$ cat config.mk
export PLATFORM = sky130hd
export DESIGN_NAME = uart_baud_divisor_calculator
export DESIGN_NICKNAME = d
export VERILOG_FILES = /design/src/sv/udc_pkg.sv /design/src/sv/udc_cfg.sv /design/src/sv/udc_div_cell.sv /design/src/sv/udc_result.sv /design/src/sv/uart_baud_divisor_calculator.sv
export SDC_FILE = /design/constraint.sdc
export NUM_CORES = 2
export LEC_CHECK = 0
export BUFFER_PORTS_ARGS = -buffer_cell sky130_fd_sc_hd__buf_2
export CORE_ASPECT_RATIO = 1.5
export CORE_MARGIN = 10
export CORE_UTILIZATION = 56
export DETAILED_ROUTE_END_ITERATION = 10
export GPL_TIMING_DRIVEN = 0
export PLACE_DENSITY = 0.75
export SETUP_SLACK_MARGIN = 0.05
export SLEW_MARGIN = 30
export SYNTH_ARGS = -nofsm -noshare
export SYNTH_HDL_FRONTEND = slang
export SYNTH_SLANG_ARGS = --single-unit
$ cat constraint.sdc
create_clock -name clk -period 3.7 [get_ports clk]
set_clock_uncertainty 0.2 [all_clocks]
set_input_delay 0.555 -clock clk [delete_from_list [all_inputs] [get_ports clk]]
set_output_delay 0.555 -clock clk [all_outputs]
set_load 0.05 [all_outputs]
$ cat src/sv/udc_pkg.sv
// Package for the UART baud divisor calculator: request, result, stage and
// configuration types, widths and constants. No dependencies.
package udc_pkg;

  localparam int CLK_W  = 27;
  localparam int BAUD_W = 25;
  localparam int DINT_W = 16;
  localparam int FRAC_W = 6;
  localparam int BOUT_W = 30;
  localparam int N_W    = 31;
  localparam int REM_W  = BAUD_W;
  localparam int VAL_W  = DINT_W + FRAC_W;
  localparam int ADDR_W = 3;
  localparam int DATA_W = 32;

  localparam logic [CLK_W-1:0] CLOCK_HZ_RST = 27'd16000000;

  // Thresholds on floor(16 * clock / baud) for divisor limits at /8 and /16
  localparam logic [N_W-1:0] LIM_X8  = 31'd8388480;
  localparam logic [N_W-1:0] LIM_X16 = 31'd16776960;

  localparam logic ACT_FWD = 1'b0;
  localparam logic ACT_REV = 1'b1;

  localparam logic REG_CLOCK_HZ = 1'b0;
  localparam logic REG_SMART    = 1'b1;

  typedef struct packed {
    logic              action;
    logic [BAUD_W-1:0] baud_rate;
    logic [DINT_W-1:0] divisor_integer;
    logic [FRAC_W-1:0] divisor_fraction;
    logic              high_speed_in;
  } udc_req_t;

  typedef struct packed {
    logic [DINT_W-1:0] integer_part;
    logic [FRAC_W-1:0] fraction_part;
    logic              high_speed_out;
    logic              out_of_range;
    logic [BOUT_W-1:0] baud_out;
  } udc_res_t;

  typedef struct packed {
    logic              action;
    logic              zero_div;
    logic [REM_W-1:0]  den;
    logic [REM_W-1:0]  rem;
    logic [N_W-1:0]    nq;
  } udc_stage_t;

  typedef struct packed {
    logic [CLK_W-1:0] clock_hz;
    logic             smart_mode;
  } udc_cfg_t;

endpackage

$ cat src/sv/udc_cfg.sv
// Configuration registers of the UART baud divisor calculator on an APB-style port.
// Depends on udc_pkg.
module udc_cfg (
  input  logic                       clk,
  input  logic                       rst_n,
  input  logic                       psel,
  input  logic                       penable,
  input  logic                       pwrite,
  input  logic [udc_pkg::ADDR_W-1:0] paddr,
  input  logic [udc_pkg::DATA_W-1:0] pwdata,
  output logic [udc_pkg::DATA_W-1:0] prdata,
  output logic                       pready,
  output udc_pkg::udc_cfg_t          cfg
);

  logic [udc_pkg::CLK_W-1:0] clock_hz_r;
  logic                      smart_mode_r;
  logic                      wr_en;

  assign pready = 1'b1;
  assign wr_en  = psel & penable & pwrite;

  always_ff @(posedge clk) begin
    if (!rst_n) begin
      clock_hz_r   <= udc_pkg::CLOCK_HZ_RST;
      smart_mode_r <= 1'b0;
    end else if (wr_en) begin
      unique case (paddr[2])
        udc_pkg::REG_CLOCK_HZ: clock_hz_r   <= pwdata[udc_pkg::CLK_W-1:0];
        udc_pkg::REG_SMART:    smart_mode_r <= pwdata[0];
        default: ;
      endcase
    end
  end

  always_comb begin
    unique case (paddr[2])
      udc_pkg::REG_CLOCK_HZ:
        prdata = {{(udc_pkg::DATA_W-udc_pkg::CLK_W){1'b0}}, clock_hz_r};
      udc_pkg::REG_SMART:
        prdata = {{(udc_pkg::DATA_W-1){1'b0}}, smart_mode_r};
      default: prdata = '0;
    endcase
  end

  assign cfg.clock_hz   = clock_hz_r;
  assign cfg.smart_mode = smart_mode_r;

endmodule

$ cat src/sv/udc_div_cell.sv
// One restoring-division cell: one quotient bit per cell, registered toward the next cell.
// Depends on udc_pkg.
module udc_div_cell (
  input  logic                clk,
  input  logic                rst_n,
  input  logic                vld_i,
  input  udc_pkg::udc_stage_t stg_i,
  output logic                vld_o,
  output udc_pkg::udc_stage_t stg_o
);

  logic [udc_pkg::REM_W:0] trial;
  logic [udc_pkg::REM_W:0] diff;
  logic                    ge;
  udc_pkg::udc_stage_t     stg_nxt;
  udc_pkg::udc_stage_t     stg_r;
  logic                    vld_r;

  assign trial = {stg_i.rem, stg_i.nq[udc_pkg::N_W-1]};
  assign diff  = trial - {1'b0, stg_i.den};
  assign ge    = (trial >= {1'b0, stg_i.den});

  always_comb begin
    stg_nxt     = stg_i;
    stg_nxt.rem = ge ? diff[udc_pkg::REM_W-1:0] : trial[udc_pkg::REM_W-1:0];
    stg_nxt.nq  = {stg_i.nq[udc_pkg::N_W-2:0], ge};
  end

  always_ff @(posedge clk) begin
    if (!rst_n) begin
      vld_r <= 1'b0;
    end else begin
      vld_r <= vld_i;
    end
  end

  always_ff @(posedge clk) begin
    stg_r <= stg_nxt;
  end

  assign vld_o = vld_r;
  assign stg_o = stg_r;

endmodule

$ cat src/sv/udc_result.sv
// Result stage: range checks, rounding, /8 or /16 selection, reverse-mode baud output and the output register.
// Depends on udc_pkg.
module udc_result (
  input  logic                clk,
  input  logic                rst_n,
  input  logic                vld_i,
  input  udc_pkg::udc_stage_t stg_i,
  input  logic                smart_mode,
  output logic                out_strobe,
  output udc_pkg::udc_res_t   out_res
);

  logic [udc_pkg::N_W-1:0]   quo;
  logic                      rem_nz;
  logic                      over16;
  logic                      use16;
  logic [udc_pkg::N_W:0]     q8_inc;
  logic [udc_pkg::N_W-1:0]   q16_inc;
  logic [udc_pkg::VAL_W-1:0] v8;
  logic [udc_pkg::VAL_W-1:0] v16;
  udc_pkg::udc_res_t         res_nxt;
  udc_pkg::udc_res_t         res_r;
  logic                      strobe_r;

  assign quo     = stg_i.nq;
  assign rem_nz  = (stg_i.rem != '0);
  assign over16  = (quo > udc_pkg::LIM_X16) || ((quo == udc_pkg::LIM_X16) && rem_nz);
  assign use16   = smart_mode || (quo > udc_pkg::LIM_X8) ||
                   ((quo == udc_pkg::LIM_X8) && rem_nz);
  assign q8_inc  = {1'b0, quo} + {{udc_pkg::N_W{1'b0}}, 1'b1};
  assign q16_inc = {1'b0, quo[udc_pkg::N_W-1:1]} + {{(udc_pkg::N_W-1){1'b0}}, 1'b1};
  assign v8      = q8_inc[udc_pkg::VAL_W:1];
  assign v16     = q16_inc[udc_pkg::VAL_W:1];

  always_comb begin
    res_nxt = '0;
    if (stg_i.action == udc_pkg::ACT_FWD) begin
      if (stg_i.zero_div || over16) begin
        res_nxt.out_of_range = 1'b1;
      end else if (use16 || (v16[udc_pkg::FRAC_W-1:0] < v8[udc_pkg::FRAC_W-1:0])) begin
        res_nxt.integer_part  = v16[udc_pkg::VAL_W-1:udc_pkg::FRAC_W];
        res_nxt.fraction_part = v16[udc_pkg::FRAC_W-1:0];
      end else begin
        res_nxt.integer_part   = v8[udc_pkg::VAL_W-1:udc_pkg::FRAC_W];
        res_nxt.fraction_part  = v8[udc_pkg::FRAC_W-1:0];
        res_nxt.high_speed_out = 1'b1;
      end
    end else if (!stg_i.zero_div) begin
      res_nxt.baud_out = quo[udc_pkg::BOUT_W-1:0];
    end
  end

  always_ff @(posedge clk) begin
    if (!rst_n) begin
      strobe_r <= 1'b0;
    end else begin
      strobe_r <= vld_i;
    end
  end

  always_ff @(posedge clk) begin
    res_r <= res_nxt;
  end

  assign out_strobe = strobe_r;
  assign out_res    = res_r;

endmodule

$ cat src/sv/uart_baud_divisor_calculator.sv
// UART baud divisor calculator: forward (baud to divisor) and reverse (divisor to baud).
// One request per cycle, busy never rises; out_strobe is registered in the result stage.
// Rate is set by a row of 31 restoring-division cells, one quotient bit each.
// Synchronous reset clears the pipeline valid bits and loads clock_hz 16000000, smart_mode 0.
// Depends on udc_pkg, udc_cfg, udc_div_cell, udc_result.
module uart_baud_divisor_calculator (
  input  logic                       clk,
  input  logic                       rst_n,
  input  logic                       start,
  output logic                       busy,
  input  udc_pkg::udc_req_t          in_req,
  output logic                       out_strobe,
  output udc_pkg::udc_res_t          out_res,
  input  logic                       psel,
  input  logic                       penable,
  input  logic                       pwrite,
  input  logic [udc_pkg::ADDR_W-1:0] paddr,
  input  logic [udc_pkg::DATA_W-1:0] pwdata,
  output logic [udc_pkg::DATA_W-1:0] prdata,
  output logic                       pready
);

  udc_pkg::udc_cfg_t   cfg;
  udc_pkg::udc_stage_t stg_w [udc_pkg::N_W+1];
  logic                vld_w [udc_pkg::N_W+1];
  udc_pkg::udc_stage_t stg_in;
  logic [udc_pkg::REM_W-1:0] rev_den;

  udc_cfg u_cfg (
    .clk     (clk),
    .rst_n   (rst_n),
    .psel    (psel),
    .penable (penable),
    .pwrite  (pwrite),
    .paddr   (paddr),
    .pwdata  (pwdata),
    .prdata  (prdata),
    .pready  (pready),
    .cfg     (cfg)
  );

  assign busy    = 1'b0;
  assign rev_den = {{(udc_pkg::REM_W-udc_pkg::VAL_W){1'b0}},
                    in_req.divisor_integer, in_req.divisor_fraction};

  always_comb begin
    stg_in.action = in_req.action;
    stg_in.rem    = '0;
    if (in_req.action == udc_pkg::ACT_FWD) begin
      stg_in.den = in_req.baud_rate;
      stg_in.nq  = {cfg.clock_hz, 4'b0000};
    end else begin
      stg_in.den = rev_den;
      stg_in.nq  = in_req.high_speed_in ? {1'b0, cfg.clock_hz, 3'b000}
                                        : {2'b00, cfg.clock_hz, 2'b00};
    end
    stg_in.zero_div = (stg_in.den == '0);
  end

  assign vld_w[0] = start & ~busy;
  assign stg_w[0] = stg_in;

  for (genvar i = 0; i < udc_pkg::N_W; i++) begin : g_cell
    udc_div_cell u_cell (
      .clk   (clk),
      .rst_n (rst_n),
      .vld_i (vld_w[i]),
      .stg_i (stg_w[i]),
      .vld_o (vld_w[i+1]),
      .stg_o (stg_w[i+1])
    );
  end

  udc_result u_result (
    .clk        (clk),
    .rst_n      (rst_n),
    .vld_i      (vld_w[udc_pkg::N_W]),
    .stg_i      (stg_w[udc_pkg::N_W]),
    .smart_mode (cfg.smart_mode),
    .out_strobe (out_strobe),
    .out_res    (out_res)
  );

endmodule
==> flow_summary.json <==
{
  "path_max_fanout": 5,
  "nets": 11815,
  "coreArea_um2": 181000,
  "syn2layout_area_growth_pct": 16.9,
  "async_reset_ff_frac": 0,
  "hpwl_um": 198000,
  "cts.clk_slew.worst_paths_ns": 0.07,
  "root_buffer": "clkbuf_16",
  "cts_made_buffers": 231,
  "clock_latency_ns": 0.88,
  "synthTopCellsByArea": "dfxtp_1 51%, ha_1 9.3%, a21oi_1 3.8%",
  "period_minus_slack_ns": 3.77,
  "synth_ff_type": "dfxtp_1",
  "slew_viol_final": 0,
  "cts.sinks": 2603,
  "vias": 74166,
  "antenna_found_initial": 8,
  "ctsLongestPathBuffers": 4,
  "ys_seq_elements": 2603,
  "grt_overflow": 0,
  "die_area_um2": 200000,
  "power_mw": 100,
  "hold_path_startpoint": "in_req[4]",
  "critPathArrivalTime_ns": 4.29,
  "ys_top_cells_by_count": "2603 x dfxtp_1, 973 x inv_1, 778 x a21oi_1, 763 x nand2_1, 760 x ha_1",
  "yosysMostFrequentCell": "dfxtp_1",
  "ios": 179,
  "ys_warn_count": 0,
  "worstHoldEndpoint": "g_cell[0].u_cell.stg_o[55]",
  "synth_cells": 10235,
  "grt_usage": 0.251,
  "crit_type": "register to register",
  "start_util": 0.564,
  "dr.pass1.iters": 8,
  "drive_gt1_frac": 0.137,
  "p_per_area_nw_per_um2": 841,
  "timing.final.crit_share": 1.02,
  "instances_no_fill": 13541,
  "r2r-end": "g_cell[22].u_cell.stg_o[32]",
  "p_leak_nw": 54.4,
  "yosysSeqAreaShare": 0.512,
  "first_global_vias": 74977,
  "drc": 0,
  "setup_viol": 1,
  "wire_per_inst_um": 19.5,
  "viasPerCell": 5.48,
  "hold_class": "primary input to register",
  "synth_edf_count": 0,
  "ff2ff_setup_slack_ns": -0.07,
  "holdPathStages": 5,
  "r2r-start": "g_cell[21].u_cell.stg_o[30]",
  "worst_slack_ns": -0.0670,
  "hold_violations": 0,
  "status": "finished, violations left",
  "holdWs_ns": 0.0478,
  "syn-cell-area_um2": 102000,
  "avgSynthCellArea_um2": 9.95,
  "netlist.area_leader.share": 0.512,
  "placed_area_um2": 106000,
  "die_x_um": 368,
  "endpoint_kind": "register",
  "grt_pass1_wl_um": 401000,
  "placed_cells": 12814,
  "startpoint_type": "register",
  "maxCapViolCount": 0,
  "yosys.cell_types.count": 94,
  "rows": 191,
  "relSlewSlack": 0.311,
  "port_buffers": 162,
  "rr_worst_depth": 14,
  "grt_max_degree": 19,
  "vdd_ir_drop_max_mv": 0.581,
  "die-height_um": 542,
  "yosysTopAreaCell": "dfxtp_1",
  "drt_iter0_drc": 4497,
  "rsz0062_at_grt": "yes",
  "max_freq_mhz": 265,
  "htreeDepth": 4,
  "wirelength_um": 264000,
  "cp_data_required_time_ns": 4.22,
  "cts_tree": "yes",
  "setup_tns_ns": -0.0670,
  "worst_pin_slew_ns": 1.03,
  "final_antenna_net_count": 0,
  "post-route-cell-area_um2": 119000,
  "gp_congestion": 0.961,
  "violations": "setup timing"
}
==> per-stage QoR <==
stage                util  setup WS, ns
finish              0.659       -0.0670
global route        0.659        -0.149
CTS                 0.649       -0.0565
detailed placement  0.585        -0.983
global placement    0.585        -0.948
floorplan               -        0.0939
==> layer usage <==
metal  vias up  share of wire  GRT usage
met1     34790           0.36      0.247
met3       818          0.038     0.0305
li1      36455              -          -
met4         0          0.080      0.177
met2      2103           0.52      0.480
met5         -              0          0
==> area by class of cell <==
cell class,count,area (µm²)
inverter,973,3660
buffer,230,1550
clock inverter,131,1730
timing repair buffer,466,3760
antenna,9,22.5
fill,14174,61600
sequential,2603,52100
tap,2412,3020
multi-input combinational,6430,46900
clock buffer,287,6320
==> cell families (layout without fill, tap and decap cells) <==
group	Yosys count	in the layout	share of synthesized area
DFF	2603	2603	0.512
muxes	305	305	0.0336
xor gates and xnor gates	649	649	0.0558
AOI/OAI and AO/OA	2453	2455	0.151
other	2	16	0.0000737
and+or+nand+nor	2224	2224	0.103
adders and majority gates	790	790	0.0993
buffers and inverters	1209	2087	0.0460
==> worst max-delay path, cell delays in order (launching register included) <==
cell	delay, ns
dfxtp_2	0.34
inv_2	0.06
ha_4	0.12
inv_2	0.03
fa_2	0.35
a211oi_2	0.28
o211ai_1	0.16
nor4b_4	0.17
o21ai_2	0.23
a31oi_2	0.13
or4b_4	0.51
a311oi_2	0.28
a21o_1	0.27
buf_6	0.21
mux2_4	0.31
==> report_power, final <==
part,leakage [nW],internal (mW),switching (mW)
Sequential,21.6,33.1,3.06
Combinational,28.9,16.8,22.1
Clock,3.92,14.6,10.6
==> sequential cells by signal, indices dropped and copies added, names as in the netlist <==
signal               count
g_cell.u_cell.stg_o   2489
u_result.out_res        54
g_cell.u_cell.vld_o     31
u_cfg.clock_hz_r        27
u_cfg.smart_mode_r       1
u_result.out_strobe      1
==> cells in the final DEF, fill, tap and decap left out, types with 93 or more instances in the layout <==
master	n
buf_2	185
dfxtp_1	2579
inv_1	956
a21o_1	346
ha_1	748
nand3_1	150
xnor2_1	389
mux2_2	219
buf_4	180
nor3_1	101
nor2b_1	116
and2_1	93
o21ai_0	534
clkbuf_1	118
nor2_1	531
nand4_1	103
a21oi_1	726
nand2_1	741
clkbuf_16	243
xor2_1	260
dlygate4sd3_1	116
==> how the worst max path moves through the flow <==
| stage | slack [ns] | endpoint | from | depth (start not counted) |
|---|---|---|---|---|
| after floorplan | 0.09 | g_cell[28].u_cell.stg_o[47] | g_cell[27].u_cell.stg_o[30] | 15 |
| after global placement | -0.95 | g_cell[28].u_cell.stg_o[50] | g_cell[27].u_cell.stg_o[30] | 15 |
| after detailed placement | -0.98 | g_cell[16].u_cell.stg_o[31] | g_cell[15].u_cell.stg_o[30] | 15 |
| after CTS | -0.06 | g_cell[22].u_cell.stg_o[32] | g_cell[21].u_cell.stg_o[30] | 14 |
| after global routing | -0.15 | g_cell[22].u_cell.stg_o[32] | g_cell[21].u_cell.stg_o[30] | 14 |
| final | -0.07 | g_cell[22].u_cell.stg_o[32] | g_cell[21].u_cell.stg_o[30] | 14 |
==> timing repair <==
action                                 CTS  global route
hold buffers                           116             0
endpoints found under the hold margin   89             0
buffers inserted                        91            78
cloned                                   9            12
setup endpoints to repair              733           691
pin swaps                               97           139
resized for setup                      421           342
(Power assumes the default switching activity.)
